## src/rtl/core/slcs_pkg.sv

```systemverilog
// Package with shared types and color constants for the status LED color sequencer.
package slcs_pkg;

  localparam int CfgW   = 16;
  localparam int ColorW = 24;

  localparam logic [ColorW-1:0] ColGreen  = 24'h00ff00;
  localparam logic [ColorW-1:0] ColRed    = 24'hff0000;
  localparam logic [ColorW-1:0] ColBlue   = 24'h0000ff;
  localparam logic [ColorW-1:0] ColYellow = 24'hffff00;
  localparam logic [ColorW-1:0] ColOrange = 24'hff8000;

  localparam logic [CfgW-1:0] FastHalfReset = 16'd200;
  localparam logic [CfgW-1:0] SlowHalfReset = 16'd1250;
  localparam logic [CfgW-1:0] FlashMsReset  = 16'd50;

  typedef enum logic [2:0] {
    MODE_TICK       = 3'd0,
    MODE_LINK_UP    = 3'd1,
    MODE_LINK_DOWN  = 3'd2,
    MODE_SET_ALERT  = 3'd3,
    MODE_TX_FLASH   = 3'd4,
    MODE_RX_FLASH   = 3'd5
  } mode_t;

  typedef enum logic [1:0] {
    LINK_DOWN  = 2'd0,
    LINK_UP    = 2'd1,
    LINK_ALERT = 2'd2
  } link_t;

  typedef enum logic [1:0] {
    ALERT_NONE = 2'd0,
    ALERT_FAST = 2'd1,
    ALERT_SLOW = 2'd2
  } alert_t;

  typedef enum logic [1:0] {
    CFG_FAST_HALF = 2'd0,
    CFG_SLOW_HALF = 2'd1,
    CFG_FLASH_MS  = 2'd2
  } cfg_idx_t;

endpackage

```

## src/rtl/core/status_led_color_sequencer.sv

```systemverilog
// Status LED color sequencer: event-driven LED color state with registered result.
// The result beat of an accepted input beat is registered and appears in the next cycle.
// Throughput: one beat per cycle while out_tready is high; the output register frees as its beat is taken.
// The state update and color choice are one pass of logic before the state registers.
// Reset (rst_n low, synchronous): link down, no alert, no flash, counters zero,
// color red, registers at 200/1250/50, no result pending.
module status_led_color_sequencer
  import slcs_pkg::*;
#(
  parameter int COUNTER_BITS = 16
) (
  input  logic              clk,
  input  logic              rst_n,
  input  logic              in_tvalid,
  output logic              in_tready,
  input  logic [7:0]        in_tdata,   // [1:0] alert_kind, rest zero
  input  logic [2:0]        in_tuser,   // [2:0] mode
  output logic              out_tvalid,
  input  logic              out_tready,
  output logic [ColorW-1:0] out_tdata,  // [23:0] color
  output logic              out_tuser,  // [0] color_written
  input  logic              cfg_valid,
  output logic              cfg_ready,
  input  logic [1:0]        cfg_index,
  input  logic [CfgW-1:0]   cfg_data
);

  localparam int CmpW = (COUNTER_BITS > CfgW) ? COUNTER_BITS : CfgW;

  logic [CfgW-1:0]         fast_half_r, slow_half_r, flash_ms_r;
  link_t                   link_r, link_nxt;
  alert_t                  alert_r, alert_nxt;
  logic                    flash_r, flash_nxt;
  logic                    orange_r, orange_nxt;
  logic [COUNTER_BITS-1:0] blink_r, blink_nxt, blink_inc;
  logic [COUNTER_BITS-1:0] felap_r, felap_nxt, felap_inc;
  logic [ColorW-1:0]       shown_r, shown_nxt;
  logic                    wrote;
  logic                    out_valid_r;
  logic [ColorW-1:0]       out_color_r;
  logic                    out_wr_r;
  logic                    accept;
  logic [1:0]              kind;
  logic [CfgW-1:0]         period;

  assign in_tready  = !out_valid_r || out_tready;
  assign accept     = in_tvalid && in_tready;
  assign cfg_ready  = 1'b1;
  assign out_tvalid = out_valid_r;
  assign out_tdata  = out_color_r;
  assign out_tuser  = out_wr_r;
  assign kind       = in_tdata[1:0];

  assign blink_inc = (&blink_r) ? blink_r : blink_r + 1'b1;
  assign felap_inc = (&felap_r) ? felap_r : felap_r + 1'b1;
  assign period    = (alert_r == ALERT_FAST) ? fast_half_r : slow_half_r;

  always_comb begin
    link_nxt   = link_r;
    alert_nxt  = alert_r;
    flash_nxt  = flash_r;
    orange_nxt = orange_r;
    blink_nxt  = blink_r;
    felap_nxt  = felap_r;
    shown_nxt  = shown_r;
    wrote      = 1'b0;
    unique case (mode_t'(in_tuser))
      MODE_TICK: begin
        blink_nxt = blink_inc;
        felap_nxt = felap_inc;
        if (alert_r != ALERT_NONE) begin
          if (CmpW'(blink_inc) >= CmpW'(period)) begin
            blink_nxt  = '0;
            orange_nxt = !orange_r;
            shown_nxt  = orange_r ? ColGreen : ColOrange;
            wrote      = 1'b1;
          end
        end else if (flash_r && (CmpW'(felap_inc) > CmpW'(flash_ms_r))) begin
          flash_nxt = 1'b0;
          wrote     = 1'b1;
          if (link_r == LINK_UP) begin
            shown_nxt = ColGreen;
          end else begin
            link_nxt  = LINK_DOWN;
            shown_nxt = ColRed;
          end
        end
      end
      MODE_LINK_UP: begin
        link_nxt = LINK_UP;
        if (alert_r == ALERT_NONE && !flash_r) begin
          shown_nxt = ColGreen;
          wrote     = 1'b1;
        end
      end
      MODE_LINK_DOWN: begin
        link_nxt  = LINK_DOWN;
        alert_nxt = ALERT_NONE;
        if (!flash_r) begin
          shown_nxt = ColRed;
          wrote     = 1'b1;
        end
      end
      MODE_SET_ALERT: begin
        if (kind != 2'd3 && kind != alert_r) begin
          alert_nxt = alert_t'(kind);
          if (kind != ALERT_NONE) begin
            link_nxt   = LINK_ALERT;
            blink_nxt  = '0;
            orange_nxt = 1'b0;
            shown_nxt  = ColGreen;
            wrote      = 1'b1;
          end else if (link_r == LINK_ALERT || link_r == LINK_UP) begin
            link_nxt = LINK_UP;
            if (!flash_r) begin
              shown_nxt = ColGreen;
              wrote     = 1'b1;
            end
          end
        end
      end
      MODE_TX_FLASH, MODE_RX_FLASH: begin
        if (alert_r == ALERT_NONE && !flash_r) begin
          flash_nxt = 1'b1;
          felap_nxt = '0;
          shown_nxt = (in_tuser == MODE_TX_FLASH) ? ColBlue : ColYellow;
          wrote     = 1'b1;
        end
      end
      default: ;
    endcase
  end

  always_ff @(posedge clk) begin
    if (!rst_n) begin
      fast_half_r <= FastHalfReset;
      slow_half_r <= SlowHalfReset;
      flash_ms_r  <= FlashMsReset;
      link_r      <= LINK_DOWN;
      alert_r     <= ALERT_NONE;
      flash_r     <= 1'b0;
      orange_r    <= 1'b0;
      blink_r     <= '0;
      felap_r     <= '0;
      shown_r     <= ColRed;
      out_valid_r <= 1'b0;
    end else begin
      if (cfg_valid && cfg_ready) begin
        unique case (cfg_idx_t'(cfg_index))
          CFG_FAST_HALF: fast_half_r <= cfg_data;
          CFG_SLOW_HALF: slow_half_r <= cfg_data;
          CFG_FLASH_MS:  flash_ms_r  <= cfg_data;
          default: ;
        endcase
      end
      if (accept) begin
        link_r      <= link_nxt;
        alert_r     <= alert_nxt;
        flash_r     <= flash_nxt;
        orange_r    <= orange_nxt;
        blink_r     <= blink_nxt;
        felap_r     <= felap_nxt;
        shown_r     <= shown_nxt;
        out_valid_r <= 1'b1;
      end else if (out_tready) begin
        out_valid_r <= 1'b0;
      end
    end
  end

  always_ff @(posedge clk) begin
    if (accept) begin
      out_color_r <= shown_nxt;
      out_wr_r    <= wrote;
    end
  end

  a_result_follows: assert property (@(posedge clk) disable iff (!rst_n)
    accept |=> out_tvalid)
    else $error("accepted beat produced no result");

  a_result_matches_state: assert property (@(posedge clk) disable iff (!rst_n)
    accept |=> (out_tdata == shown_r))
    else $error("result color differs from shown color");

  a_palette: assert property (@(posedge clk) disable iff (!rst_n)
    (shown_r == ColRed) || (shown_r == ColGreen) || (shown_r == ColBlue) ||
    (shown_r == ColYellow) || (shown_r == ColOrange))
    else $error("shown color outside palette");

  a_bad_mode_silent: assert property (@(posedge clk) disable iff (!rst_n)
    (accept && (in_tuser == 3'd6 || in_tuser == 3'd7)) |=>
      (!out_tuser && $stable(shown_r)))
    else $error("unused mode changed the color");

  a_flash_blocked: assert property (@(posedge clk) disable iff (!rst_n)
    (accept && flash_r && (in_tuser == MODE_TX_FLASH || in_tuser == MODE_RX_FLASH)) |=>
      !out_tuser)
    else $error("flash restarted during flash");

endmodule
```

## config.mk

```make
export PLATFORM = sky130hd
export DESIGN_NAME = status_led_color_sequencer
export DESIGN_NICKNAME = d
export VERILOG_FILES = /design/src/rtl/core/slcs_pkg.sv /design/src/rtl/core/status_led_color_sequencer.sv
export SDC_FILE = /design/constraint.sdc
export NUM_CORES = 1
export LEC_CHECK = 0
export ABC_CLOCK_PERIOD_IN_PS = 4400
export BUFFER_PORTS_ARGS = -buffer_cell sky130_fd_sc_hd__buf_2
export CAP_MARGIN = 10
export CELL_PAD_IN_SITES_DETAIL_PLACEMENT = 2
export CELL_PAD_IN_SITES_GLOBAL_PLACEMENT = 2
export CORE_MARGIN = 2
export CORE_UTILIZATION = 36
export DETAILED_ROUTE_END_ITERATION = 8
export PLACE_DENSITY_LB_ADDON = 0.1
export SKIP_CTS_REPAIR_TIMING = 1
export SLEW_MARGIN = 30
export SYNTH_ARGS = -nofsm -noshare
export SYNTH_HDL_FRONTEND = slang
export SYNTH_SLANG_ARGS = --single-unit
```

## constraint.sdc

```tcl
create_clock -name clk -period 4.4 [get_ports clk]
set_input_delay 0.66 -clock clk [delete_from_list [all_inputs] [get_ports clk]]
set_output_delay 0.66 -clock clk [all_outputs]
set_load 0.02 [all_outputs]
```

Word-level counts from Yosys, hierarchy flattened
Index checks and enable logic that the tools add are counted.
{"block": "op_classes", "add_sub_neg": 2, "order_cmp": 2, "eq_ne": 21, "mux": 53, "n_reduce_logical": 32}
{"cell": "24-bit 2-to-1 mux", "count": 13}
{"cell": "16-bit 2-to-1 mux", "count": 8}
{"cell": "24-bit case mux with 5 select lines", "count": 1}
{"cell": "16-bit case mux with 2 select lines", "count": 2}
{"cell": "16-bit by 1-bit adder with 16-bit output, second input constant", "count": 2}
{"cell": "16-bit AND reduction", "count": 2}
{"cell": "2-bit != test, second input constant", "count": 9}
{"cell": "1-bit 2-to-1 mux", "count": 17}
{"cell": "16-bit greater-or-equal comparator", "count": 1}
{"cell": "16-bit greater-than comparator", "count": 1}
{"cell": "2-bit 2-to-1 mux", "count": 7}
{"cell": "2-bit nonzero test", "count": 6}
{"cell": "2-bit case mux with 4 select lines", "count": 1}
{"cell": "7-bit AND reduction", "count": 1}
{"cell": "2-bit by 1-bit equality test with 1-bit output, second input constant", "count": 3}
{"cell": "3-bit by 2-bit equality test with 1-bit output, second input constant", "count": 2}
{"cell": "3-bit equality test, second input constant", "count": 2}
{"cell": "2-bit AND reduction", "count": 3}
{"cell": "3-bit AND reduction", "count": 2}
{"cell": "6-bit AND reduction", "count": 1}
{"cell": "5-bit AND reduction", "count": 1}
{"cell": "2-bit equality test, second input constant", "count": 2}
{"cell": "1-bit logical AND", "count": 4}
{"cell": "2-bit logical NOT", "count": 2}
{"cell": "other kinds (13)", "count": 17}
{"block": "totals", "reg_bits": 136, "in_bits": 34, "output_inout_bits": 28}

Longest topological paths before layout
{"block": "depth", "depth_word": 7, "depth_mapped": 16, "depth_no_buf": 15}

Least setup slack after synthesis
OpenSTA, ideal clock, no wires.
{"block": "synth_timing", "path_kind": "register to register", "from": "reg felap_r[3]", "to": "reg shown_r[12]", "setup_time_ns": 0.116, "t_arrival_ns": 3.729, "slack_ns": 0.554, "stages_incl_launch_ff": 16, "synth_period_minus_slack_ns": 3.846, "path_cell_list": "dfxtp_1 clkbuf_1 and4_1 and4_1 nand4_1 nor2b_1 clkbuf_1 nand3_1 xnor2_1 ha_1 nand4_1 a2111o_1 a31oi_1 o21ai_0 or3_1 o211a_1"}
{"block": "synth_between", "elab_chain_cells": 7, "word_cells_on_any_way": 8, "cone_classes": "1 x add/sub; 1 x order compare; 4 x mux; 2 x reduce/logical"}
{"item": "start: declaration", "line_no": "status_led_color_sequencer.sv:36", "source": "logic [COUNTER_BITS-1:0] felap_r, felap_nxt, felap_inc;"}
{"item": "start signal: assignment", "line_no": "status_led_color_sequencer.sv:162", "source": "felap_r <= felap_nxt;"}
{"item": "16-bit by 1-bit adder with 16-bit output / 16-bit AND reduction (equally long branches)", "line_no": "status_led_color_sequencer.sv:55", "source": "assign felap_inc = (&felap_r) ? felap_r : felap_r + 1'b1;"}
{"item": "16-bit 2-to-1 mux (*)", "line_no": "status_led_color_sequencer.sv:55"}
{"item": "16-bit greater-than comparator (*)", "line_no": "status_led_color_sequencer.sv:78", "source": "end else if (flash_r && (CmpW'(felap_inc) > CmpW'(flash_ms_r))) begin"}
{"item": "1-bit logical AND (*)", "line_no": "status_led_color_sequencer.sv:78"}
{"item": "24-bit 2-to-1 mux (*)", "line_no": "status_led_color_sequencer.sv:78"}
{"item": "24-bit 2-to-1 mux (*)", "line_no": "status_led_color_sequencer.sv:71", "source": "if (alert_r != ALERT_NONE) begin"}
{"item": "24-bit case mux with 5 select lines (*)", "line_no": "status_led_color_sequencer.sv:67", "source": "unique case (mode_t'(in_tuser))"}
{"item": "end signal: assignment", "line_no": "status_led_color_sequencer.sv:145", "source": "shown_r <= ColRed;"}
{"item": "end signal: assignment", "line_no": "status_led_color_sequencer.sv:163", "source": "shown_r <= shown_nxt;"}
{"item": "end: declaration", "line_no": "status_led_color_sequencer.sv:37", "source": "logic [ColorW-1:0] shown_r, shown_nxt;"}
Every way passes the cells marked *; elsewhere a longest branch is shown, timed or not.
A chain may end at the register's enable or synchronous reset.

Worst setup path in the final report
{"block": "layout_timing", "from": "reg felap_r[6]", "to": "reg out_color_r[10], in the netlist out_tdata[10], data pin"}
{"block": "layout_between", "elab_chain_cells": 7, "word_cells_on_any_way": 8, "cone_classes": "1 x add/sub; 1 x order compare; 4 x mux; 2 x reduce/logical"}
{"item": "16-bit by 1-bit adder with 16-bit output / 16-bit AND reduction (equally long branches)", "line_no": "status_led_color_sequencer.sv:55"}
{"item": "16-bit 2-to-1 mux (*)", "line_no": "status_led_color_sequencer.sv:55"}
{"item": "16-bit greater-than comparator (*)", "line_no": "status_led_color_sequencer.sv:78"}
{"item": "1-bit logical AND (*)", "line_no": "status_led_color_sequencer.sv:78"}
{"item": "24-bit 2-to-1 mux (*)", "line_no": "status_led_color_sequencer.sv:78"}
{"item": "24-bit 2-to-1 mux (*)", "line_no": "status_led_color_sequencer.sv:71"}
{"item": "24-bit case mux with 5 select lines (*)", "line_no": "status_led_color_sequencer.sv:67"}
{"item": "via shown_nxt[10]", "line_no": "status_led_color_sequencer.sv:37"}
{"item": "end signal: assignment", "line_no": "status_led_color_sequencer.sv:173", "source": "out_color_r <= shown_nxt;"}
{"item": "end: declaration", "line_no": "status_led_color_sequencer.sv:40", "source": "logic [ColorW-1:0] out_color_r;"}
The timed path passes the listed nets; every way through them passes the cells marked *.

==> impl_summary.md <==
Setup path
Together, buffers and inverters on the worst path number 0. The worst register-to-register path ends at out_tdata[10]$_DFFE_PP_. Among the stages of the critical path, the cell type that occurs most often is sky130_fd_sc_hd__and4_2. Along the worst path, the maximum fanout reaches 5. The type of the setup path with the least slack is register to register.

The worst register-to-register path has a setup slack of approximately 0.21 ns. The kind of end point of the critical path is a register. Data on the critical path is required at its endpoint by about 4.6 ns. Traced cell by cell, the critical path runs through and4_2 > and4_2 > and2_1 > nand3_1 > or2_2 > xor2_1 > nand2_1 > ha_1 > nand4_1 > or4_4 > nand2_2 > a311o_1 > o22ai_2 > nand3b_1 > o22a_1. The depth of the most critical reg-to-reg path is 15. Broken down by cell family, the worst path's largest delay share belongs to simple AND/OR/NAND/NOR gates. For the worst setup path, the data arrival time is roughly 4.4 ns.

The longest individual stage delay on the worst path is 0.59 ns. STA classifies the critical path startpoint as a register. The reg-to-reg critical path startpoint is felap_r[6]$_SDFFE_PN0P_. For this design, the slowest cell found on the critical path is sky130_fd_sc_hd__or4_4.

Die
The die outline height is 144 µm. The initialized floorplan defines 51 standard-cell rows. The die covers around 21000 µm².

The horizontal extent of the die is around 140 µm. The core outline area is 19400 µm². During I/O placement, the number of pins put on the boundary was 62. Once the floorplan was initialized, standard cells occupied ~37% of the core.

Place
The cell area after placement is 7720 µm². Port buffering added 54 buffers. Routability-driven placement finished with a final weighted congestion of around 0.8. The HPWL after detailed placement is ~17000 µm.

Once placement completed, the tool counted placed cells totaling approximately 1100. Timing analysis after detailed placement gives a worst setup slack of -0.172 ns.

Logic synthesis
Yosys printed 0 warnings. For this run, asynchronously set or reset flops after synthesis account for 0%. In the synthesized netlist the dominant register cell turns out to be sky130_fd_sc_hd__dfxtp_1. Summing every instance area after synthesis gives between 7000 and 8000 µm². The number of nets in the synthesized netlist is between 900 and 1000.

The number of synthesized flops with an enable pin is 25. The sequential area share after synthesis is between 40% and 50%. The count of state elements after synthesis is between 100 and 150.

The gate count of the mapped netlist is approximately 840. The post-synthesis cell type count is between 60 and 70. After synthesis, the mean cell area works out to between 8 and 9 µm².

Layout
In the final layout, flip-flops and latches occupy about 3000 µm². 0 antenna diodes ended up in the layout. Of the cells placed in the final design, the portion with a size suffix greater than 1 is approximately 15%. The layout filler cell count is between 2000 and 2500. The multi-input combinational cells in the finished layout cover a total of a little under 4000 µm².

The final design area excluding fillers is around 8400 µm². Excluding fillers, the count of instances in the completed layout stands at roughly 1200. At the end of the flow, the number of nets in the layout was a little under 1000. From synthesis to final layout, the design area changed by 18.1%.

STA
The final critical-path share of the clock period is a little over nine tenths. The setup TNS is 0 ns. The highest clock frequency the design can meet is between 0.2 and 0.25 GHz. Headroom to the max-slew limit came out at between 40% and 50%.

The final-report setup violation count is 0. The worst clock skew is roughly 0.014 ns. For the pin with the worst max-slew slack, the measured transition is 0.787 ns. The number of endpoints with negative hold slack in the final report is 0. The number of max-slew violations in the final report came to 0. Setup slack on the critical path of the routed design comes to about 0.21 ns.

The worst path in the final design needs a cycle of between 4 and 5 ns, including I/O delays and setup.

CTS
The clock tree from TritonCTS is yes. In this run the number of H-tree levels came out at 4. Clock-pin slew was measured on the worst setup and hold paths at 0.07 ns.

The cell sitting at the root of the clock tree is a sky130_fd_sc_hd__clkbuf_16. The clock net sink count is ~140. The number of buffers on the longest clock path is 2. The clock insertion delay at the later pin of the skew report is between 0.4 and 0.5 ns.

The number of buffers created by CTS is 17.

Global route
The via count of the first global-routing pass came to 6930. Global routing used between 20% and 30% of the available tracks across all layers. The first global-routing pass estimated approximately 37000 µm of wire. Summed over all layers, the global routing overflow is 0. The pin count of the biggest net entering global routing is 39. The initial antenna violation count is 0.

Pwr
The leakage power of the design is ~0.0034 µW. The overall power of the completed layout is about 3100 µW. In this run the power density over the cells is approximately 370 nW/µm². The maximum VDD drop is between 0.0002 and 0.0003 V.

Route
The post-detailed-route count of antenna-violating nets is 0. The number of iterations in the first detailed-routing pass is 4. The detailed-route via count is ~6500. After detailed routing, the average wire length per cell comes to between 15 and 20 µm. In the routed design, unresolved DRC markers number 0. Wires add up to about 23000 µm. The detailed router's first-iteration violation count is around 270.

The routed via count divided by cell count is 5.56.

Run
The tool flagged a number of max-cap violations equal to 0.

Worst hold path
In this run the most critical hold path is launched from fast_half_r[5]$_SDFFE_PN0P_. The min-delay analysis places its worst path in the category register to register. The path with the worst hold slack has its endpoint at fast_half_r[5]$_SDFFE_PN0P_.

The number of stages on the worst hold path is 2.

Run status
The run finished with clean final reports.
## power by group
group / internal [µW] / total [µW] / switching, µW
clock network: 830 / 1420 / 590
logic: 126 / 354 / 229
registers: 1330 / 1360 / 27.7
## per-layer routing
metal | global-route usage [%] | wire (µm)
met4 | 5.98 | 284
met2 | 41.4 | 11800
met3 | 3.58 | 664
met5 | 0 | 0
met1 | 28.4 | 10400
## worst max-delay path by stage
stage / endpoint / depth (start not counted) / from
2_1_floorplan: shown_r[12]$_SDFFE_PN0P_ / 15 / felap_r[3]$_SDFFE_PN0P_
3_5_place_dp: shown_r[12]$_SDFFE_PN0P_ / 13 / felap_r[4]$_SDFFE_PN0P_
4_1_cts: shown_r[12]$_SDFFE_PN0P_ / 13 / felap_r[4]$_SDFFE_PN0P_
5_1_grt: shown_r[19]$_SDFFE_PN1P_ / 15 / felap_r[4]$_SDFFE_PN0P_
3_3_place_gp: shown_r[13]$_SDFFE_PN0P_ / 14 / felap_r[4]$_SDFFE_PN0P_
6_report: out_tdata[10]$_DFFE_PP_ / 15 / felap_r[6]$_SDFFE_PN0P_
## kinds of logic after synthesis
group | synth area share, %
buf+inv | 3.41
simple gates | 21.7
mux | 2.74
xor+xnor | 2.72
other cells | 0.0529
compound gates | 21.2
flops | 41.9
fa+ha+maj | 6.18
## final cells by class
type	count	area share [%]
timing repair buffer	80	5.56
clock buffer	19	5.54
inverter	25	1.12
multi-input combinational	640	46.9
clock inverter	13	1.37
sequential	136	35.5
tap	265	3.96
## synthesized netlist by cell type, types with 4 or more instances
library cell / count / share of area [%]
sky130_fd_sc_hd__nand3_1: 30 / 2.1
sky130_fd_sc_hd__or3_1: 5 / 0.44
sky130_fd_sc_hd__inv_1: 25 / 1.3
sky130_fd_sc_hd__a21oi_1: 83 / 5.9
sky130_fd_sc_hd__nand2_1: 148 / 7.8
sky130_fd_sc_hd__nor2_1: 60 / 3.2
sky130_fd_sc_hd__ha_1: 35 / 6.2
sky130_fd_sc_hd__xnor2_1: 13 / 1.6
sky130_fd_sc_hd__nor3_1: 13 / 0.92
sky130_fd_sc_hd__o21ai_0: 31 / 2.2
sky130_fd_sc_hd__o21bai_1: 4 / 0.42
sky130_fd_sc_hd__dfxtp_1: 111 / 31
sky130_fd_sc_hd__edfxtp_1: 25 / 11
sky130_fd_sc_hd__a32o_1: 4 / 0.56
sky130_fd_sc_hd__a211oi_1: 4 / 0.42
sky130_fd_sc_hd__and3_1: 8 / 0.71
sky130_fd_sc_hd__a21o_1: 15 / 1.6
sky130_fd_sc_hd__nand3b_1: 5 / 0.53
sky130_fd_sc_hd__o31ai_1: 9 / 0.95
sky130_fd_sc_hd__o211ai_1: 5 / 0.53
sky130_fd_sc_hd__o21a_1: 15 / 1.6
sky130_fd_sc_hd__a22oi_1: 11 / 1.2
sky130_fd_sc_hd__nand4_1: 17 / 1.5
sky130_fd_sc_hd__mux2i_1: 16 / 2.3
sky130_fd_sc_hd__nand2b_1: 8 / 0.71
sky130_fd_sc_hd__xor2_1: 9 / 1.1
sky130_fd_sc_hd__o211a_1: 6 / 0.85
sky130_fd_sc_hd__nor2b_1: 10 / 0.88
sky130_fd_sc_hd__a31oi_1: 16 / 1.4
sky130_fd_sc_hd__clkbuf_1: 34 / 1.8
sky130_fd_sc_hd__and2_1: 7 / 0.62
## metrics by stage
step,hold WS [ns],utilization (%)
CTS,0.461,42.8
floorplan,0.427,-
global route,0.483,43.2
finish,0.459,43.2
global placement,0.434,39.8
detailed placement,0.446,39.8
## layout by cell type (no fill, tap or decap), types with 25 or more instances in the layout
cell / netlist / final
sky130_fd_sc_hd__dfxtp_1: 111 / 109
sky130_fd_sc_hd__ha_1: 35 / 35
sky130_fd_sc_hd__edfxtp_1: 25 / 25
sky130_fd_sc_hd__a21oi_1: 83 / 83
sky130_fd_sc_hd__nand3_1: 30 / 29
sky130_fd_sc_hd__buf_4: 1 / 26
sky130_fd_sc_hd__buf_2: 1 / 54
sky130_fd_sc_hd__nor2_1: 60 / 60
sky130_fd_sc_hd__o21ai_0: 31 / 28
sky130_fd_sc_hd__nand2_1: 148 / 147
## registers in the layout (all words and copies together), names as in the netlist, 2 cells and up
signal	count
alert_r	2
blink_r	16
fast_half_r	16
felap_r	16
flash_ms_r	16
link_r	2
out_tdata	24
shown_r	24
slow_half_r	16
## worst reg2reg max path, cell delays in order (launching register included)
cell	delay (ns)
sky130_fd_sc_hd__dfxtp_1	0.38
sky130_fd_sc_hd__and4_2	0.29
sky130_fd_sc_hd__and4_2	0.30
sky130_fd_sc_hd__and2_1	0.20
sky130_fd_sc_hd__nand3_1	0.09
sky130_fd_sc_hd__or2_2	0.34
sky130_fd_sc_hd__xor2_1	0.16
sky130_fd_sc_hd__nand2_1	0.08
sky130_fd_sc_hd__ha_1	0.31
sky130_fd_sc_hd__nand4_1	0.18
sky130_fd_sc_hd__or4_4	0.59
sky130_fd_sc_hd__nand2_2	0.11
sky130_fd_sc_hd__a311o_1	0.27
sky130_fd_sc_hd__o22ai_2	0.14
sky130_fd_sc_hd__nand3b_1	0.26
sky130_fd_sc_hd__o22a_1	0.25
(Power assumes the default switching activity.)
